### src/rtl/psg_pkg.sv
// ----------------------------------------------------------------------------
// Prime sieve Goldbach counter package
// Shared constants, controller states and the command and status groups
// passed between the controller and the datapath.
// ----------------------------------------------------------------------------
package psg_pkg;

  localparam int unsigned SIEVE_SIZE_DEF = 32'd65536;
  localparam int unsigned NUM_W          = 16;
  localparam int unsigned COUNT_W        = 15;
  localparam logic [NUM_W-1:0] MIN_PART_RST = 16'd2;

  typedef enum logic [2:0] {
    ST_CLEAR,
    ST_SV_READ,
    ST_SV_CHECK,
    ST_SV_MARK,
    ST_IDLE,
    ST_Q_NUM,
    ST_Q_RUN,
    ST_Q_DONE
  } psg_state_e;

  typedef struct packed {
    logic clr_step;
    logic sieve_rd;
    logic mark_start;
    logic sieve_mark;
    logic sieve_next;
    logic q_load;
    logic rd_num;
    logic rd_pair;
    logic out_load;
  } psg_cmd_t;

  typedef struct packed {
    logic clr_last;
    logic sq_done;
    logic base_prime;
    logic mark_last;
    logic p_le_half;
  } psg_status_t;

endpackage

### src/rtl/psg_ctrl.sv
// ----------------------------------------------------------------------------
// Prime sieve Goldbach counter controller
// Sequences the clearing pass, the sieve and the pair walk of each word,
// and owns both channel handshakes.
// ----------------------------------------------------------------------------
module psg_ctrl (
  input  logic                 clk_i,
  input  logic                 rst_ni,
  input  logic                 in_valid_i,
  output logic                 in_stall_o,
  output logic                 out_valid_o,
  input  logic                 out_stall_i,
  input  psg_pkg::psg_status_t status_i,
  output psg_pkg::psg_cmd_t    cmd_o
);

  psg_pkg::psg_state_e state_q, state_d;
  logic out_valid_q, out_valid_d;
  logic in_accept, slot_free;

  always_comb begin
    cmd_o      = '0;
    state_d    = state_q;
    in_stall_o = 1'b1;
    slot_free  = !out_valid_q || !out_stall_i;
    in_accept  = 1'b0;

    unique case (state_q)
      psg_pkg::ST_CLEAR: begin
        cmd_o.clr_step = 1'b1;
        if (status_i.clr_last) begin
          state_d = psg_pkg::ST_SV_READ;
        end
      end
      psg_pkg::ST_SV_READ: begin
        cmd_o.sieve_rd = 1'b1;
        state_d        = psg_pkg::ST_SV_CHECK;
      end
      psg_pkg::ST_SV_CHECK: begin
        priority if (status_i.sq_done) begin
          state_d = psg_pkg::ST_IDLE;
        end else if (status_i.base_prime) begin
          cmd_o.mark_start = 1'b1;
          state_d          = psg_pkg::ST_SV_MARK;
        end else begin
          cmd_o.sieve_next = 1'b1;
          state_d          = psg_pkg::ST_SV_READ;
        end
      end
      psg_pkg::ST_SV_MARK: begin
        cmd_o.sieve_mark = 1'b1;
        if (status_i.mark_last) begin
          cmd_o.sieve_next = 1'b1;
          state_d          = psg_pkg::ST_SV_READ;
        end
      end
      psg_pkg::ST_IDLE: begin
        in_stall_o = 1'b0;
        in_accept  = in_valid_i;
        if (in_valid_i) begin
          cmd_o.q_load = 1'b1;
          state_d      = psg_pkg::ST_Q_NUM;
        end
      end
      psg_pkg::ST_Q_NUM: begin
        cmd_o.rd_num = 1'b1;
        state_d      = psg_pkg::ST_Q_RUN;
      end
      psg_pkg::ST_Q_RUN: begin
        if (status_i.p_le_half) begin
          cmd_o.rd_pair = 1'b1;
        end else begin
          state_d = psg_pkg::ST_Q_DONE;
        end
      end
      psg_pkg::ST_Q_DONE: begin
        if (slot_free) begin
          cmd_o.out_load = 1'b1;
          state_d        = psg_pkg::ST_IDLE;
        end
      end
      default: begin
        state_d = psg_pkg::ST_IDLE;
      end
    endcase

    out_valid_d = cmd_o.out_load ? 1'b1 : (out_valid_q && out_stall_i);
  end

  always_ff @(posedge clk_i or negedge rst_ni) begin
    if (!rst_ni) begin
      state_q     <= psg_pkg::ST_CLEAR;
      out_valid_q <= 1'b0;
    end else begin
      state_q     <= state_d;
      out_valid_q <= out_valid_d;
    end
  end

  assign out_valid_o = out_valid_q;

  a_accept_starts_query: assert property (@(posedge clk_i) disable iff (!rst_ni)
    in_accept |=> state_q == psg_pkg::ST_Q_NUM)
    else $error("accepted word did not start a query");

  a_write_sources_exclusive: assert property (@(posedge clk_i) disable iff (!rst_ni)
    $onehot0({cmd_o.clr_step, cmd_o.sieve_mark, cmd_o.rd_pair, cmd_o.rd_num}))
    else $error("conflicting bitmap accesses");

  a_load_into_free_slot: assert property (@(posedge clk_i) disable iff (!rst_ni)
    cmd_o.out_load |-> slot_free)
    else $error("output word overwritten while still held");

  a_result_from_done: assert property (@(posedge clk_i) disable iff (!rst_ni)
    $rose(out_valid_q) |-> $past(state_q == psg_pkg::ST_Q_DONE))
    else $error("result presented outside completion");

endmodule

### config.mk
export PLATFORM = sky130hd
export DESIGN_NAME = psg_ctrl
export DESIGN_NICKNAME = d
export VERILOG_FILES = /design/src/rtl/psg_pkg.sv /design/src/rtl/psg_ctrl.sv
export SDC_FILE = /design/constraint.sdc
export NUM_CORES = 1
export LEC_CHECK = 0
export BUFFER_PORTS_ARGS = -buffer_cell sky130_fd_sc_hd__buf_2
export CAP_MARGIN = 10
export CORE_AREA = 2 2 39 41
export DETAILED_ROUTE_END_ITERATION = 10
export DIE_AREA = 0 0 41 43
export SLEW_MARGIN = 10
export SYNTH_ARGS = -nofsm -noshare
export SYNTH_HDL_FRONTEND = slang
export SYNTH_SLANG_ARGS = --single-unit
### constraint.sdc
create_clock -name clk_i -period 1.9 [get_ports clk_i]
set_clock_uncertainty 0.2 [all_clocks]
set_input_delay 0.19 -clock clk_i [delete_from_list [all_inputs] [get_ports clk_i]]
set_output_delay 0.19 -clock clk_i [all_outputs]
set_load 0.02 [all_outputs]
## Yosys cells after proc, flatten, opt, wreduce, memory -nomap -nowiden

Index checks and enable logic that the tools add are counted.

- Equal/unequal tests: 12
- Muxes and demuxes: 27
- Reductions and logical operators: 6

Operators with widths:

| cell | count |
|---|---|
| one-hot mux 3 bit (8 select lines) | 1 |
| two-way mux 1 bit | 18 |
| two-way mux 3 bit | 6 |
| equality test 3 bit (second input constant) | 4 |
| != test 2 bit (second input constant) | 5 |
| equality test 3 x 2 -> 1 bit (second input constant) | 2 |
| AND reduction 5 bit | 1 |
| equality test 3 x 1 -> 1 bit (second input constant) | 1 |
| zero test 3 bit | 1 |
| zero test 1 bit | 2 |
| two-way mux 2 bit | 1 |
| one-hot mux 1 bit (2 select lines) | 1 |
| logical AND 1 bit | 1 |
| logical OR 1 bit | 1 |

- Register bits: 4
- Bits of input ports: 9
- Output and inout port bits: 11
- Logic and storage cells: 47

## Longest topological paths before layout

- Depth in word-level cells: 5
- Mapped depth: 4
- Mapped depth without buffers: 3

## Least setup slack after synthesis

OpenSTA, ideal clock, no wires.

- Path kind: reg2out
- Start point: register state_q[2]
- End point: output cmd_o[6] in the netlist's numbering
- Arrival: 1.409 ns
- Required time: 1.510 ns
- Setup slack: 0.101 ns
- Cell stages (with the launch flop): 4
- Path buffers: 2
- Cell sequence: dfrtp_1 -> buf_6 -> buf_2 -> nor4b_1

RTL lines:

| what | RTL line | text |
|---|---|---|
| start: declaration | psg_ctrl.sv:17 | `psg_pkg::psg_state_e state_q, state_d;` |
| start signal: assignment | psg_ctrl.sv:92 | `state_q <= psg_pkg::ST_CLEAR;` |
| start signal: assignment | psg_ctrl.sv:95 | `state_q <= state_d;` |
| end: declaration | psg_ctrl.sv:14 | `output psg_pkg::psg_cmd_t cmd_o` |

==> summary.md <==
| Metric | Value |
|---|---|
| Comb power frac | `between 40% and 50%` |
| Power Total | `roughly 0.62 mW` |
| Layout Nets | `70` |
| Syn avg cell area | `between 8 and 9 µm²` |
| Diode count | `0` |
| Register area share after synthesis | `29.7%` |
| Vias | `between 300 and 400` |
| First-pass GRT wire length | `about 1.3 mm` |
| # IOs | `20` |
| Finished Layout Cells | `75` |
| Buffers & Inverters on Critical Path | `1` |
| Setup_tns | `0 ps` |
| Hold Crit Class | `in -> reg` |
| Final Util | `between 30% and 40%` |
| Slew Limit Fails | `0` |
| Final worst slack | `roughly 160 ps` |
| Pre-CTS WS | `~330 ps` |
| Final setup viols | `0` |
| Clk_lat worst skew | `240 ps` |
| Drt total wl | `866 µm` |
| Reg clk slew, reported paths | `around 40 ps` |
| Port Buffers | `19` |
| Maximum clock frequency | `between 500 and 600 MHz` |
| Share of cells above drive strength 1 | `between 40% and 50%` |
| Crit-path slowest cell | `dfrtp_2` |
| Flop pwr share | `between 30% and 40%` |
| CTS Buffer Depth | `2` |
| Max_cap viols | `0` |
| Largest net degree at the start of global routing | `18` |
| TritonCTS Buffers | `3` |
| Power Internal | `0.325 mW` |
| Outcome | `finished clean` |
| Yosys cell types | `21` |
| Crit path capture type | `output port` |
| Pleak | `roughly 0.23 nW` |
| Final period demand of the worst path | `~1700 ps` |
| CP Class | `reg -> out` |
| Clock root cell | `clkbuf_4` |
| Syn Std Cell Area | `337 µm²` |
| Setup bufs post-CTS | `0` |
| Core area | `~1400 µm²` |
| Yosys Warn Count | `0` |
| CP max stage delay | `around 490 ps` |
| Initial core utilization | `between 20 and 25%` |
| Final period util | `approximately nine tenths` |
| RD Place Congestion | `around 0.7` |
| Overflow after GRT | `0` |
| Worst Max-Slew Pin Slew | `between 400 and 500 ps` |
| Post-route ant nets | `0` |
| Most common cell after layout, fill and taps aside | `buf_2` |
| DRC | `0` |
| DIE AREA | `~1800 µm²` |
| Die height | `43 µm` |
| Die width | `~41 µm` |
| Dpl hpwl | `approximately 640 µm` |
| Crit-path max FO | `13` |
| Sw Pwr | `between 0.2 and 0.3 mW` |
| Peak supply drop | `0.567 mV` |
| Placed cell count | `71` |
| Syn-to-layout area delta | `36.8%` |
| Crit-path cells | `nor3_1, a21oi_1, nor3b_1, buf_2` |
| CP Data Arrival Time | `approximately 1400 ps` |
| Row count | `14` |
| Crit start category | `flop` |
| Starting DRT DRC Count | `10` |
| Clock power share | `approximately 17%` |
| Max_slew headroom | `between 70% and 80%` |
| H-tree depth | `1` |
| GRT Util Overall | `between 10% and 20%` |
| Crit path max-delay family | `flip-flops` |
| Clock sink count | `4` |
| Seq cells post-synth | `4` |
| Vias in the first global route | `322` |
| Power Density | `~1300 nW/µm²` |
| Commonest non-fill, non-tap cells in the layout | `buf_2 (19), nor3_1 (4), nand2_1 (4), a21oi_1 (4)` |
| Syn Inst Count | `40` |
| Via/cell ratio | `a little under 5` |
| Worst path required time | `roughly 1500 ps` |
| Final hold vios | `0` |
| Drt wl/cell | `11.5 µm` |
| Synthesized Nets | `49` |
| Pre-Repair DR Iteration Count | `4` |
| Unrepaired setup endpoints after global routing | `false` |
| Number of filler cells placed in the layout | `151` |
| Initial antenna violation count | `0` |
| Switching share of total power | `a little under half` |
| TritonCTS clock tree | `built` |
-- logic make-up (layout without fill, tap and decap cells) --
| group | count (synthesis) | after routing | synth area share (%) |
|---|---|---|---|
| AOI/OAI and AO/OA | 8 | 8 | 16.4 |
| DFF | 4 | 4 | 29.7 |
| buffers and inverters | 6 | 25 | 10.0 |
| and+or+nand+nor | 22 | 22 | 43.9 |
-- through the flow --
stage | instance area, µm² | hold slack, ps
final | 460 | 14.2
after global routing | 460 | 26.5
after CTS | 458 | 7.95
after detailed placement | 425 | -203
after global placement | 425 | -202
after floorplan | 337 | -306
-- registers in the layout (all words and copies together), names as in the netlist --
name / flops
out_valid_o: 1
state_q: 3
-- worst register-to-register path: stages (launching register included) --
cell and delay (ps):
dfrtp_1 520, nor4_2 410, nor3_4 70, a41o_1 240
-- per-layer routing --
metal | vias to the layer above | global-route usage (%) | wire length, µm
met5 | - | 0 | 0
met4 | 0 | 4.00 | 0
met3 | 0 | 7.85 | 83
met2 | 17 | 16.6 | 400
met1 | 166 | 12.3 | 381
li1 | 185 | - | -
-- Yosys cell counts --
cell,n,area (µm²)
a21oi_1,4,20.0
a31o_1,1,8.76
a31oi_1,1,6.26
a32o_1,1,10.0
a41o_1,1,10.0
and3_1,1,6.26
and4b_4,1,13.8
and4bb_1,1,12.5
buf_2,3,15.0
buf_6,1,11.3
dfrtp_1,4,100
inv_1,2,7.51
nand2_1,4,15.0
nand2b_1,1,6.26
nand3_1,2,10.0
nor2_1,3,11.3
nor3_1,4,20.0
nor3_4,1,16.3
nor3b_1,2,15.0
nor4_2,1,12.5
nor4b_1,1,8.76
-- power by group through the flow --
stage                     combinational (mW)  clock [mW]  sequential (mW)
after CTS                              0.307       0.114            0.210
after floorplan                        0.259           0            0.163
after global routing                   0.341       0.122            0.222
after global placement                 0.303           0            0.206
after detailed placement               0.304           0            0.210
final                                  0.302       0.106            0.211
-- layout make-up --
| type | instances | area [µm²] | area share (%) |
|---|---|---|---|
| timing repair buffer | 20 | 105 | 22.8 |
| sequential | 4 | 103 | 22.3 |
| inverter | 2 | 7.51 | 1.63 |
| clock buffer | 3 | 22.5 | 4.89 |
| tap | 16 | 20.0 | 4.35 |
| multi-input combinational | 30 | 203 | 44.0 |
-- path summary, 6_finish.rpt --
path	from	end	slack, ps	cells after the start
min in group asynchronous	rst_ni	state_q[0]$_DFFE_PN0P_	80	2
worst max register to register	state_q[1]$_DFFE_PN0P_	state_q[2]$_DFFE_PN0P_	350	3
worst max-delay path	state_q[0]$_DFFE_PN0P_	cmd_o[4]	160	4
worst min-delay path	out_stall_i	out_valid_o$_DFF_PN0_	10	3
max in group asynchronous	rst_ni	state_q[2]$_DFFE_PN0P_	1290	2
worst min register to register	out_valid_o$_DFF_PN0_	out_valid_o$_DFF_PN0_	360	2
-- repair_timing --
item / CTS / global route
endpoints found under the setup margin: 0 / 2
endpoints found under the hold margin: 4 / 0
gates resized for setup: 0 / 2
hold buffers: 1 / 0
Note: power is estimated with default switching activity, not from simulation.
